==> config.mk <==
export PLATFORM = sky130hd
export DESIGN_NAME = jst_ctrl_flat
export DESIGN_NICKNAME = d
export VERILOG_FILES = /design/src/rtl/jst_pkg.sv /design/src/rtl/jst_if.sv /design/src/rtl/jst_ctrl.sv /design/src/flat_wrapper.sv
export SDC_FILE = /design/constraint.sdc
export NUM_CORES = 1
export LEC_CHECK = 0
export ABC_AREA = 1
export BUFFER_PORTS_ARGS = -buffer_cell sky130_fd_sc_hd__buf_2
export CORE_ASPECT_RATIO = 1.75
export CORE_MARGIN = 8
export CORE_UTILIZATION = 59
export DETAILED_ROUTE_END_ITERATION = 8
export PLACE_DENSITY = 0.95
export SYNTH_ARGS = -nofsm -noshare
export SYNTH_HDL_FRONTEND = slang
export SYNTH_SLANG_ARGS = --single-unit
==> constraint.sdc <==
create_clock -name i_clk -period 17.2 [get_ports i_clk]
set_input_delay 1.72 -clock i_clk [delete_from_list [all_inputs] [get_ports i_clk]]
set_output_delay 1.72 -clock i_clk [all_outputs]
set_load 0.02 [all_outputs]
==> src/rtl/jst_pkg.sv <==
// jst_pkg: shared widths, operation, state and status codes for the job slot table
// result word type used by the controller and the output channel
// no dependencies
package jst_pkg;

    localparam int OP_W    = 3;
    localparam int ID_W    = 11;
    localparam int CST_W   = 3;
    localparam int AMT_W   = 31;
    localparam int STAT_W  = 2;
    localparam int STATE_W = 3;

    localparam int MAX_JOBS_DEF = 1024;

    localparam logic [AMT_W-1:0] TICK_STEP_RST = AMT_W'(65536);
    localparam logic [AMT_W-1:0] AMT_MAX       = '1;

    // operation codes
    localparam logic [OP_W-1:0] OP_CREATE   = 3'd0;
    localparam logic [OP_W-1:0] OP_QUERY    = 3'd1;
    localparam logic [OP_W-1:0] OP_CANCEL   = 3'd2;
    localparam logic [OP_W-1:0] OP_COMPLETE = 3'd3;
    localparam logic [OP_W-1:0] OP_TICK     = 3'd4;

    // create state codes as given on the input
    localparam logic [CST_W-1:0] CST_UNSET  = 3'd0;
    localparam logic [CST_W-1:0] CST_FAILED = 3'd5;

    // stored job state codes
    localparam logic [STATE_W-1:0] ST_PENDING   = 3'd0;
    localparam logic [STATE_W-1:0] ST_INPROG    = 3'd1;
    localparam logic [STATE_W-1:0] ST_COMPLETE  = 3'd2;
    localparam logic [STATE_W-1:0] ST_CANCELLED = 3'd3;
    localparam logic [STATE_W-1:0] ST_FAILED    = 3'd4;

    // result status codes
    localparam logic [STAT_W-1:0] STAT_OK     = 2'd0;
    localparam logic [STAT_W-1:0] STAT_FULL   = 2'd1;
    localparam logic [STAT_W-1:0] STAT_BAD_ID = 2'd2;

    typedef struct packed {
        logic [STAT_W-1:0]  status;
        logic [ID_W-1:0]    new_id;
        logic [STATE_W-1:0] job_state;
        logic [AMT_W-1:0]   job_work;
        logic [AMT_W-1:0]   job_progress;
    } t_result;

endpackage

==> src/rtl/jst_if.sv <==
// jst_if: valid/ready channels of the job slot table, operation in and result out
// depends on jst_pkg for field widths
interface jst_in_if;
    logic                       valid;
    logic                       ready;
    logic [jst_pkg::OP_W-1:0]   op;
    logic [jst_pkg::ID_W-1:0]   job_id;
    logic [jst_pkg::CST_W-1:0]  create_state;
    logic [jst_pkg::AMT_W-1:0]  work_amount;

    modport source (output valid, output op, output job_id, output create_state,
                    output work_amount, input ready);
    modport sink   (input valid, input op, input job_id, input create_state,
                    input work_amount, output ready);
endinterface

interface jst_out_if;
    logic                         valid;
    logic                         ready;
    logic [jst_pkg::STAT_W-1:0]   status;
    logic [jst_pkg::ID_W-1:0]     new_id;
    logic [jst_pkg::STATE_W-1:0]  job_state;
    logic [jst_pkg::AMT_W-1:0]    job_work;
    logic [jst_pkg::AMT_W-1:0]    job_progress;

    modport source (output valid, output status, output new_id, output job_state,
                    output job_work, output job_progress, input ready);
    modport sink   (input valid, input status, input new_id, input job_state,
                    input job_work, input job_progress, output ready);
endinterface

==> src/rtl/jst_ctrl.sv <==
// jst_ctrl: operation sequencer, high-water count, tick walk and result registers
// depends on jst_pkg and jst_if; drives the ports of jst_store
module jst_ctrl #(
    parameter int MAX_JOBS = jst_pkg::MAX_JOBS_DEF,
    parameter int IW       = $clog2(MAX_JOBS)
) (
    input  logic                            i_clk,
    input  logic                            i_rst_n,
    input  logic                            i_cfg_we,
    input  logic [jst_pkg::AMT_W-1:0]       i_cfg_wdata,
    jst_in_if.sink                          i_in,
    jst_out_if.source                       o_out,
    output logic                            o_rd_en,
    output logic [IW-1:0]                   o_rd_addr,
    input  logic [jst_pkg::STATE_W-1:0]     i_st_rdata,
    input  logic [2*jst_pkg::AMT_W-1:0]     i_wp_rdata,
    output logic                            o_st_we,
    output logic [IW-1:0]                   o_st_waddr,
    output logic [jst_pkg::STATE_W-1:0]     o_st_wdata,
    output logic                            o_wp_we,
    output logic [IW-1:0]                   o_wp_waddr,
    output logic [2*jst_pkg::AMT_W-1:0]     o_wp_wdata
);
    import jst_pkg::*;

    localparam int HWW = $clog2(MAX_JOBS + 1);
    localparam int CW  = (HWW > ID_W) ? HWW : ID_W;

    typedef enum logic [3:0] {
        S_IDLE = 4'b0001,
        S_QRD  = 4'b0010,
        S_TICK = 4'b0100,
        S_RESP = 4'b1000
    } t_state;

    t_state             r_state, n_state;
    logic [HWW-1:0]     r_hw, n_hw;
    logic [HWW-1:0]     r_idx, n_idx;
    logic [IW-1:0]      r_wb_addr, n_wb_addr;
    logic [AMT_W-1:0]   r_tick_step;
    t_result            r_res, n_res;
    t_result            r_out;
    logic               r_out_vld;

    logic               acc;
    logic               out_free;
    logic [CW-1:0]      id_ext;
    logic [CW-1:0]      id_m1;
    logic [CW-1:0]      hw_p1;
    logic               id_ok;
    logic               full;
    logic [STATE_W-1:0] cst_mapped;
    logic [AMT_W-1:0]   rd_work;
    logic [AMT_W-1:0]   rd_prog;
    logic [AMT_W:0]     sum;
    logic [AMT_W-1:0]   prog_new;

    assign i_in.ready = (r_state == S_IDLE);
    assign acc        = i_in.valid && i_in.ready;
    assign out_free   = !r_out_vld || o_out.ready;

    assign id_ext = CW'(i_in.job_id);
    assign id_m1  = id_ext - CW'(1);
    assign hw_p1  = CW'(r_hw) + CW'(1);
    assign id_ok  = (i_in.job_id != '0) && (id_ext <= CW'(r_hw));
    assign full   = (r_hw == HWW'(MAX_JOBS));

    always_comb begin
        if (i_in.create_state == CST_UNSET) begin
            cst_mapped = ST_PENDING;
        end else if (i_in.create_state <= CST_FAILED) begin
            cst_mapped = i_in.create_state - STATE_W'(1);
        end else begin
            cst_mapped = ST_FAILED;
        end
    end

    // saturating progress step
    assign rd_work  = i_wp_rdata[2*AMT_W-1:AMT_W];
    assign rd_prog  = i_wp_rdata[AMT_W-1:0];
    assign sum      = {1'b0, rd_prog} + {1'b0, r_tick_step};
    assign prog_new = sum[AMT_W] ? AMT_MAX : sum[AMT_W-1:0];

    always_comb begin
        n_state    = r_state;
        n_hw       = r_hw;
        n_idx      = r_idx;
        n_wb_addr  = r_wb_addr;
        n_res      = r_res;
        o_rd_en    = 1'b0;
        o_rd_addr  = id_m1[IW-1:0];
        o_st_we    = 1'b0;
        o_st_waddr = id_m1[IW-1:0];
        o_st_wdata = ST_COMPLETE;
        o_wp_we    = 1'b0;
        o_wp_waddr = r_hw[IW-1:0];
        o_wp_wdata = {i_in.work_amount, AMT_W'(0)};

        case (r_state)
            S_IDLE: begin
                if (acc) begin
                    n_res   = '0;
                    n_state = S_RESP;
                    case (i_in.op)
                        OP_CREATE: begin
                            if (full) begin
                                n_res.status = STAT_FULL;
                            end else begin
                                o_st_we      = 1'b1;
                                o_st_waddr   = r_hw[IW-1:0];
                                o_st_wdata   = cst_mapped;
                                o_wp_we      = 1'b1;
                                n_hw         = r_hw + HWW'(1);
                                n_res.new_id = hw_p1[ID_W-1:0];
                            end
                        end
                        OP_QUERY: begin
                            if (id_ok) begin
                                o_rd_en = 1'b1;
                                n_state = S_QRD;
                            end else begin
                                n_res.status = STAT_BAD_ID;
                            end
                        end
                        OP_CANCEL, OP_COMPLETE: begin
                            if (id_ok) begin
                                o_st_we    = 1'b1;
                                o_st_wdata = (i_in.op == OP_CANCEL) ? ST_CANCELLED
                                                                    : ST_COMPLETE;
                            end else begin
                                n_res.status = STAT_BAD_ID;
                            end
                        end
                        OP_TICK: begin
                            if (r_hw != '0) begin
                                o_rd_en   = 1'b1;
                                o_rd_addr = '0;
                                n_wb_addr = '0;
                                n_idx     = HWW'(1);
                                n_state   = S_TICK;
                            end
                        end
                        default: begin
                        end
                    endcase
                end
            end
            S_QRD: begin
                n_res.job_state    = i_st_rdata;
                n_res.job_work     = rd_work;
                n_res.job_progress = rd_prog;
                n_state            = S_RESP;
            end
            S_TICK: begin
                // write back the slot read last cycle, read the next one
                o_st_waddr = r_wb_addr;
                o_wp_waddr = r_wb_addr;
                o_wp_wdata = {rd_work, prog_new};
                if (i_st_rdata == ST_INPROG) begin
                    o_wp_we = 1'b1;
                    o_st_we = (prog_new >= rd_work);
                end
                if (r_idx < r_hw) begin
                    o_rd_en   = 1'b1;
                    o_rd_addr = r_idx[IW-1:0];
                    n_wb_addr = r_idx[IW-1:0];
                    n_idx     = r_idx + HWW'(1);
                end else begin
                    n_state = S_RESP;
                end
            end
            S_RESP: begin
                if (out_free) begin
                    n_state = S_IDLE;
                end
            end
            default: begin
                n_state = S_IDLE;
            end
        endcase
    end

    always_ff @(posedge i_clk) begin
        if (!i_rst_n) begin
            r_state     <= S_IDLE;
            r_hw        <= '0;
            r_out_vld   <= 1'b0;
            r_tick_step <= TICK_STEP_RST;
        end else begin
            r_state <= n_state;
            r_hw    <= n_hw;
            if (i_cfg_we) begin
                r_tick_step <= i_cfg_wdata;
            end
            if (r_state == S_RESP && out_free) begin
                r_out_vld <= 1'b1;
            end else if (o_out.ready) begin
                r_out_vld <= 1'b0;
            end
        end
    end

    always_ff @(posedge i_clk) begin
        r_idx     <= n_idx;
        r_wb_addr <= n_wb_addr;
        r_res     <= n_res;
        if (r_state == S_RESP && out_free) begin
            r_out <= r_res;
        end
    end

    assign o_out.valid        = r_out_vld;
    assign o_out.status       = r_out.status;
    assign o_out.new_id       = r_out.new_id;
    assign o_out.job_state    = r_out.job_state;
    assign o_out.job_work     = r_out.job_work;
    assign o_out.job_progress = r_out.job_progress;

    a_hw_bound: assert property (@(posedge i_clk) disable iff (!i_rst_n)
        r_hw <= HWW'(MAX_JOBS))
        else $error("high-water count beyond table size");

    a_hw_grows: assert property (@(posedge i_clk) disable iff (!i_rst_n)
        $past(i_rst_n) |-> r_hw >= $past(r_hw))
        else $error("high-water count went down");

    a_tick_wb_used: assert property (@(posedge i_clk) disable iff (!i_rst_n)
        (r_state == S_TICK && o_wp_we) |-> (HWW'(r_wb_addr) < r_hw))
        else $error("tick write-back beyond high-water mark");

    a_resp_no_write: assert property (@(posedge i_clk) disable iff (!i_rst_n)
        (r_state == S_RESP || r_state == S_QRD) |-> (!o_st_we && !o_wp_we))
        else $error("memory write outside create, cancel, complete or tick");

endmodule

==> src/flat_wrapper.sv <==
// flat-port wrapper written by rule: the top's interface ports become plain ports
module jst_ctrl_flat import jst_pkg::*;
#(
    parameter int MAX_JOBS = jst_pkg::MAX_JOBS_DEF,
    parameter int IW       = $clog2(MAX_JOBS)
)
  (i_clk, i_rst_n, i_cfg_we, i_cfg_wdata, o_rd_en, o_rd_addr, i_st_rdata, i_wp_rdata, o_st_we, o_st_waddr, o_st_wdata, o_wp_we, o_wp_waddr, o_wp_wdata, i_in_valid, i_in_op, i_in_job_id, i_in_create_state, i_in_work_amount, i_in_ready, o_out_valid, o_out_status, o_out_new_id, o_out_job_state, o_out_job_work, o_out_job_progress, o_out_ready);
  jst_in_if i_in_i ();
  jst_out_if o_out_i ();
  input  logic i_clk;
  input  logic i_rst_n;
  input  logic i_cfg_we;
  input  logic [jst_pkg::AMT_W-1:0] i_cfg_wdata;
  output logic o_rd_en;
  output logic [IW-1:0] o_rd_addr;
  input  logic [jst_pkg::STATE_W-1:0] i_st_rdata;
  input  logic [2*jst_pkg::AMT_W-1:0] i_wp_rdata;
  output logic o_st_we;
  output logic [IW-1:0] o_st_waddr;
  output logic [jst_pkg::STATE_W-1:0] o_st_wdata;
  output logic o_wp_we;
  output logic [IW-1:0] o_wp_waddr;
  output logic [2*jst_pkg::AMT_W-1:0] o_wp_wdata;
  input wire logic [$bits(i_in_i.valid)-1:0] i_in_valid;
  input wire logic [$bits(i_in_i.op)-1:0] i_in_op;
  input wire logic [$bits(i_in_i.job_id)-1:0] i_in_job_id;
  input wire logic [$bits(i_in_i.create_state)-1:0] i_in_create_state;
  input wire logic [$bits(i_in_i.work_amount)-1:0] i_in_work_amount;
  output wire logic [$bits(i_in_i.ready)-1:0] i_in_ready;
  output wire logic [$bits(o_out_i.valid)-1:0] o_out_valid;
  output wire logic [$bits(o_out_i.status)-1:0] o_out_status;
  output wire logic [$bits(o_out_i.new_id)-1:0] o_out_new_id;
  output wire logic [$bits(o_out_i.job_state)-1:0] o_out_job_state;
  output wire logic [$bits(o_out_i.job_work)-1:0] o_out_job_work;
  output wire logic [$bits(o_out_i.job_progress)-1:0] o_out_job_progress;
  input wire logic [$bits(o_out_i.ready)-1:0] o_out_ready;
  assign i_in_i.valid = i_in_valid;
  assign i_in_i.op = i_in_op;
  assign i_in_i.job_id = i_in_job_id;
  assign i_in_i.create_state = i_in_create_state;
  assign i_in_i.work_amount = i_in_work_amount;
  assign i_in_ready = i_in_i.ready;
  assign o_out_valid = o_out_i.valid;
  assign o_out_status = o_out_i.status;
  assign o_out_new_id = o_out_i.new_id;
  assign o_out_job_state = o_out_i.job_state;
  assign o_out_job_work = o_out_i.job_work;
  assign o_out_job_progress = o_out_i.job_progress;
  assign o_out_i.ready = o_out_ready;
  jst_ctrl #(.MAX_JOBS(MAX_JOBS), .IW(IW)) u_core (.i_clk(i_clk), .i_rst_n(i_rst_n), .i_cfg_we(i_cfg_we), .i_cfg_wdata(i_cfg_wdata), .i_in(i_in_i), .o_out(o_out_i), .o_rd_en(o_rd_en), .o_rd_addr(o_rd_addr), .i_st_rdata(i_st_rdata), .i_wp_rdata(i_wp_rdata), .o_st_we(o_st_we), .o_st_waddr(o_st_waddr), .o_st_wdata(o_st_wdata), .o_wp_we(o_wp_we), .o_wp_waddr(o_wp_waddr), .o_wp_wdata(o_wp_wdata));
endmodule
Word level (Yosys, flattened, before mapping)

Index checks and enable logic that the tools add are counted.

Bits in registers: 224
Input bits: 149
Output and inout bits: 178
Logic and storage cells: 122

Add/subtract/negate cells: 5
Magnitude comparators: 4
Equality and inequality tests: 16
Multiplexer cells: 59
Bitwise logic cells: 2
Reduce and logical (&&, ||, !) cells: 20

Operators by type and width:

| cell                    | count |
|---|---|
| $pmux W65 S2            | 1 |
| $mux W10                | 12 |
| $mux W65                | 1 |
| $mux W62                | 1 |
| $pmux W10 S2            | 3 |
| $mux W11                | 4 |
| $add A31 B31 Y32        | 1 |
| $ge A31 B31 Y1          | 1 |
| $mux W31                | 1 |
| $add A11 B1 Y11 const B | 2 |
| $pmux W11 S2            | 1 |
| $reduce_bool A11 Y1     | 2 |
| $mux W4                 | 5 |
| $mux W3                 | 6 |
| $pmux W4 S4             | 1 |
| $mux W1                 | 14 |
| $eq A11 B11 Y1 const B  | 1 |
| $le A11 B11 Y1          | 1 |
| $lt A11 B11 Y1          | 1 |
| $pmux W1 S2             | 5 |
| $sub A10 B1 Y10 const B | 1 |
| $ne A2 B2 Y1 const B    | 4 |
| $pmux W4 S2             | 1 |
| $eq A3 B1 Y1 const B    | 2 |
| other kinds (24)        | 34 |

Depth between registers and ports, before layout

Depth in word-level cells: 7
Depth in mapped cells: 23

Least setup slack after synthesis

Ideal clock, no wire load.

Path type: input to register
From: in o_out_ready
To: reg u_core.r_out, in the netlist u_core.o_out.job_progress[0] (enable)
Arrival: 9.130 ns
Slack: 7.363 ns
Stages on the path: 2
Buffers on the path: 0
Cells stage by stage: nor2_1 -> nor4_1

Word-level cells in the longest chain between the ends: 2

RTL lines:

| what                 | line               | source |
|---|---|---|
| from (decl)          | flat_wrapper.sv:36 | `input wire logic [$bits(o_out_i.ready)-1:0] o_out_ready;` |
| $logic_or A1 B1 Y1   | jst_ctrl.sv:60     | `assign out_free = !r_out_vld \|\| o_out.ready;` |
| $logic_and A1 B1 Y1  | jst_ctrl.sv:207    | `if (r_state == S_RESP && out_free) begin` |
| to (signal assigned) | jst_ctrl.sv:208    | `r_out <= r_res;` |
| to (decl)            | jst_ctrl.sv:42     | `t_result r_out;` |

No other way between the ends.
A chain may end at the register's enable or synchronous reset.

Worst setup path in the final report

From: in i_wp_rdata[18] (netlist name)
To: out o_st_we

Word-level cells in the longest chain between the ends: 5

RTL lines:

| what             | line               | source |
|---|---|---|
| from (decl)      | flat_wrapper.sv:17 | `input logic [2*jst_pkg::AMT_W-1:0] i_wp_rdata;` |
| $add A31 B31 Y32 | jst_ctrl.sv:81     | `assign sum = {1'b0, rd_prog} + {1'b0, r_tick_step};` |
| $mux W31         | jst_ctrl.sv:82     | `assign prog_new = sum[AMT_W] ? AMT_MAX : sum[AMT_W-1:0];` |
| $ge A31 B31 Y1   | jst_ctrl.sv:161    | `o_st_we = (prog_new >= rd_work);` |
| $mux W1          | jst_ctrl.sv:159    | `if (i_st_rdata == ST_INPROG) begin` |
| $pmux W1 S2      | jst_ctrl.sv:99     | `case (r_state)` |
| to (decl)        | flat_wrapper.sv:18 | `output logic o_st_we;` |

No other way between the ends.

==> impl_metrics.json <==
{
  "outcome": "finished clean",
  "gr-total-overflow": 0,
  "syn_avg_cell_area_um2": 8.21,
  "clock_skew_ns": 0.0139,
  "via_per_inst": 5.51,
  "power_frac_clock_pct": 33.9,
  "ys_warn_count": 0,
  "grt_pass1_vias": 12717,
  "arrival_ns": 5.24,
  "cp_max_fo": 34,
  "max_stage_delay_ns": 0.44,
  "place.gp.congestion": 0.945,
  "drv_cap": 0,
  "switchingPower_mw": 0.421,
  "p_comb_share_pct": 21.3,
  "synth_fp_nets": 1848,
  "timing.rr.start": "u_core.r_state[2]$_SDFFE_PN0P_",
  "intPower_mw": 0.996,
  "die_area_mm2": 0.0276,
  "fp-row-count": 72,
  "end_kind": "primary output",
  "fin_nets": 2164,
  "seqPwrFrac_pct": 44.7,
  "crit_family": "simple AND/OR/NAND/NOR gates",
  "switching_share_pct": 29.7,
  "cellLeakagePower_nw": 7.94,
  "holdBufCountCts": 0,
  "setup_viol": 0,
  "cts.clk_slew.worst_paths_ns": 0.07,
  "multi_input_area_mm2": 0.00578,
  "regArea_mm2": 0.00626,
  "finalMaxSlewViolations": 0,
  "worst_pin_slew_ns": 1.10,
  "io_pins": 327,
  "tritoncts": "built",
  "synthCells": 1608,
  "die_h_um": 214,
  "drc": 0,
  "clockRootBuffer": "clkbuf_16",
  "vias": 12317,
  "rsz0062_at_grt": "no",
  "p_per_area_mw_per_mm2": 89.8,
  "io_buffers": 326,
  "critical_path_required_ns": 15.48,
  "min_period_ns": 6.96,
  "maxSlewHeadroom_pct": 26.5,
  "path_depth": 23,
  "fin_setup_tns_ns": 0,
  "yosysSeqAreaShare_pct": 47.4,
  "fin_crit_sh_pct": 40.5,
  "post-cts-setup-buffers": 0,
  "syn_to_final_growth_pct": 19.6,
  "fmax_ghz": 0.144,
  "first_pass_iters": 6,
  "finalHoldViolations": 0,
  "ir_drop_mv": 0.0904,
  "min_path_type": "register to register",
  "totalWireLength_um": 43500,
  "ctsResizeCount": 0,
  "grt_max_degree": 94,
  "grt_pass1_wl_um": 65800,
  "hpwl_um": 34000,
  "cts.sink_count": 224,
  "synth_seq_cells": 224,
  "critPathLaunch": "i_wp_rdata[18]",
  "crit_path_start_kind": "input pin",
  "reg2reg_depth": 8,
  "cts_made_buffers": 21,
  "n_fill_cell": 1683,
  "netlist_area_mm2": 0.0132,
  "crit_path_top_delay_cell": "buf_4",
  "die_w_um": 129,
  "max-clock-path-buffers": 3,
  "drt_iter0_drc": 1129,
  "cts_htree_levels": 1,
  "ant_nets": 0,
  "grt_antenna_before_repair": 0,
  "finalPower_mw": 1.42,
  "reg2reg_to": "u_core.r_hw[9]$_SDFFE_PN0P_",
  "globalRouteTotalUtil_pct": 31.1,
  "cp_num_buf_inv": 5,
  "crit_type": "input pin to primary output",
  "coreArea_mm2": 0.0221,
  "start_util_pct": 59.8,
  "hold_slack_ns": 0.411,
  "antenna_cells": 0,
  "crit_top_cell": "nand2_1",
  "wire_per_inst_um": 19.5,
  "insertion_delay_ns": 0.51,
  "r2r_slack_ns": 14.36,
  "endpoint": "o_st_we",
  "cp_cell_sequence": "buf_2, ha_1, a21oi_2, nand2_1, nand2_1, nand3_1, nand2_1, nand2_1, a21oi_4, buf_4, inv_2, nor2_1, inv_1, ha_1, a21oi_1, o21ai_0, nand3_1, o211ai_1, nor2_1, nand3_1, nand2_1, nand2_1, buf_2",
  "drive_gt1_share_pct": 21.0,
  "yosysUniqueCellTypes": 47
}
## final cells by class
cell class                 instances  share of cell area, %
sequential                       224                   39.6
timing repair buffer             333                   10.7
tap                              296                   2.35
multi-input combinational       1082                   36.6
clock inverter                    12                  0.816
clock buffer                      25                   3.69
inverter                         262                   6.23
## worst min path at each step
stage / startpoint / slack [ns] / to / cells after the start
floorplan: u_core.r_res[0]$_SDFFCE_PN0P_ / 0.40 / u_core.o_out.job_progress[0]$_DFFE_PP_ / 0
global route: u_core.r_res[48]$_SDFFCE_PN0P_ / 0.41 / u_core.o_out.job_work[17]$_DFFE_PP_ / 0
detailed placement: u_core.r_res[25]$_SDFFCE_PN0P_ / 0.40 / u_core.o_out.job_progress[25]$_DFFE_PP_ / 0
CTS: u_core.r_res[47]$_SDFFCE_PN0P_ / 0.41 / u_core.o_out.job_work[16]$_DFFE_PP_ / 0
global placement: u_core.r_res[37]$_SDFFCE_PN0P_ / 0.40 / u_core.o_out.job_work[6]$_DFFE_PP_ / 0
finish: u_core.r_res[47]$_SDFFCE_PN0P_ / 0.41 / u_core.o_out.job_work[16]$_DFFE_PP_ / 0
## cell families after synthesis
logic type	count (synthesis)	share of synthesized area (%)
buffers and inverters	302	8.90
adder cells (fa/ha/maj)	91	8.69
XOR/XNOR	31	2.06
AO/OA/AOI/OAI	209	8.59
AND/OR/NAND/NOR	751	24.4
flip-flops	224	47.4
## power groups by stage
stage / combinational, mW / sequential [mW] / clock, mW
final: 0.303 / 0.634 / 0.481
after global routing: 0.335 / 0.636 / 0.501
after CTS: 0.300 / 0.634 / 0.483
after detailed placement: 0.297 / 0.645 / 0
after global placement: 0.290 / 0.643 / 0
after floorplan: 0.193 / 0.652 / 0
## per-layer routing
layer  track usage [%]  share of wire (%)  vias to the layer above
met3              4.83                6.5                      175
li1                  -                  -                     5866
met1              30.9                 34                     5681
met2              58.8                 54                      595
met5                 0                  0                        -
met4              19.2                5.9                        0
## stage by stage
stage	util, %	cells	setup slack (ns)	cell area [um^2]
floorplan	-	1608	7.36	13200
global placement	68.3	2197	10.31	15100
finish	71.5	2234	10.24	15800
detailed placement	68.3	2197	10.30	15100
CTS	71.5	2234	10.25	15800
global route	71.5	2234	9.84	15800
## state kept, by name, summed over array words and instances (netlist names)
| register | count |
|---|---|
| u_core.o_out.job_progress | 31 |
| u_core.o_out.job_state | 3 |
| u_core.o_out.job_work | 31 |
| u_core.o_out.new_id | 11 |
| u_core.o_out.status | 2 |
| u_core.o_out.valid | 1 |
| u_core.r_hw | 11 |
| u_core.r_idx | 11 |
| u_core.r_res | 78 |
| u_core.r_state | 4 |
| u_core.r_tick_step | 31 |
| u_core.r_wb_addr | 10 |
## Yosys cell counts (all sizes together)
library cell	count	share of area (%)
or2	7	0.33
a21oi	80	3.2
nor3b	1	0.057
edfxtp	177	40
and3	2	0.095
clkbuf	28	0.80
fa	1	0.15
inv	261	7.4
nor3	26	1.1
o211ai	2	0.11
o22ai	9	0.43
dfxtp	47	7.1
clkinv	1	0.028
nand2	361	10
nand3	76	3.6
nor2	240	6.9
buf	12	0.65
xor2	29	1.9
o21ai	101	3.8
a31oi	2	0.095
ha	90	8.5
nor4	5	0.24
a21o	2	0.11
o21bai	4	0.23
xnor2	2	0.13
and2	6	0.28
o221ai	3	0.20
nand4	26	1.2
nand3b	1	0.057
a211oi	3	0.21
o21a	3	0.17
## layout by cell type (no fill, tap or decap), types with 3 or more instances in the layout
cell       instances
nand2_1          352
xor2_1            29
edfxtp_1         177
a21oi_2            3
nor4_1             4
o22ai_1            9
o21ai_0          101
nand4_1           26
and2_1             6
or2_2              6
nor3_1            24
inv_1            252
a21oi_1           76
nand3_1           67
buf_4              7
nand2_2            8
o21bai_1           4
clkbuf_16         23
inv_2              9
clkinv_1           5
buf_2            326
o21a_1             3
o221ai_1           3
dfxtp_1           47
nand3_4            7
nor2_1           238
ha_1              90
(Power assumes the default switching activity.)
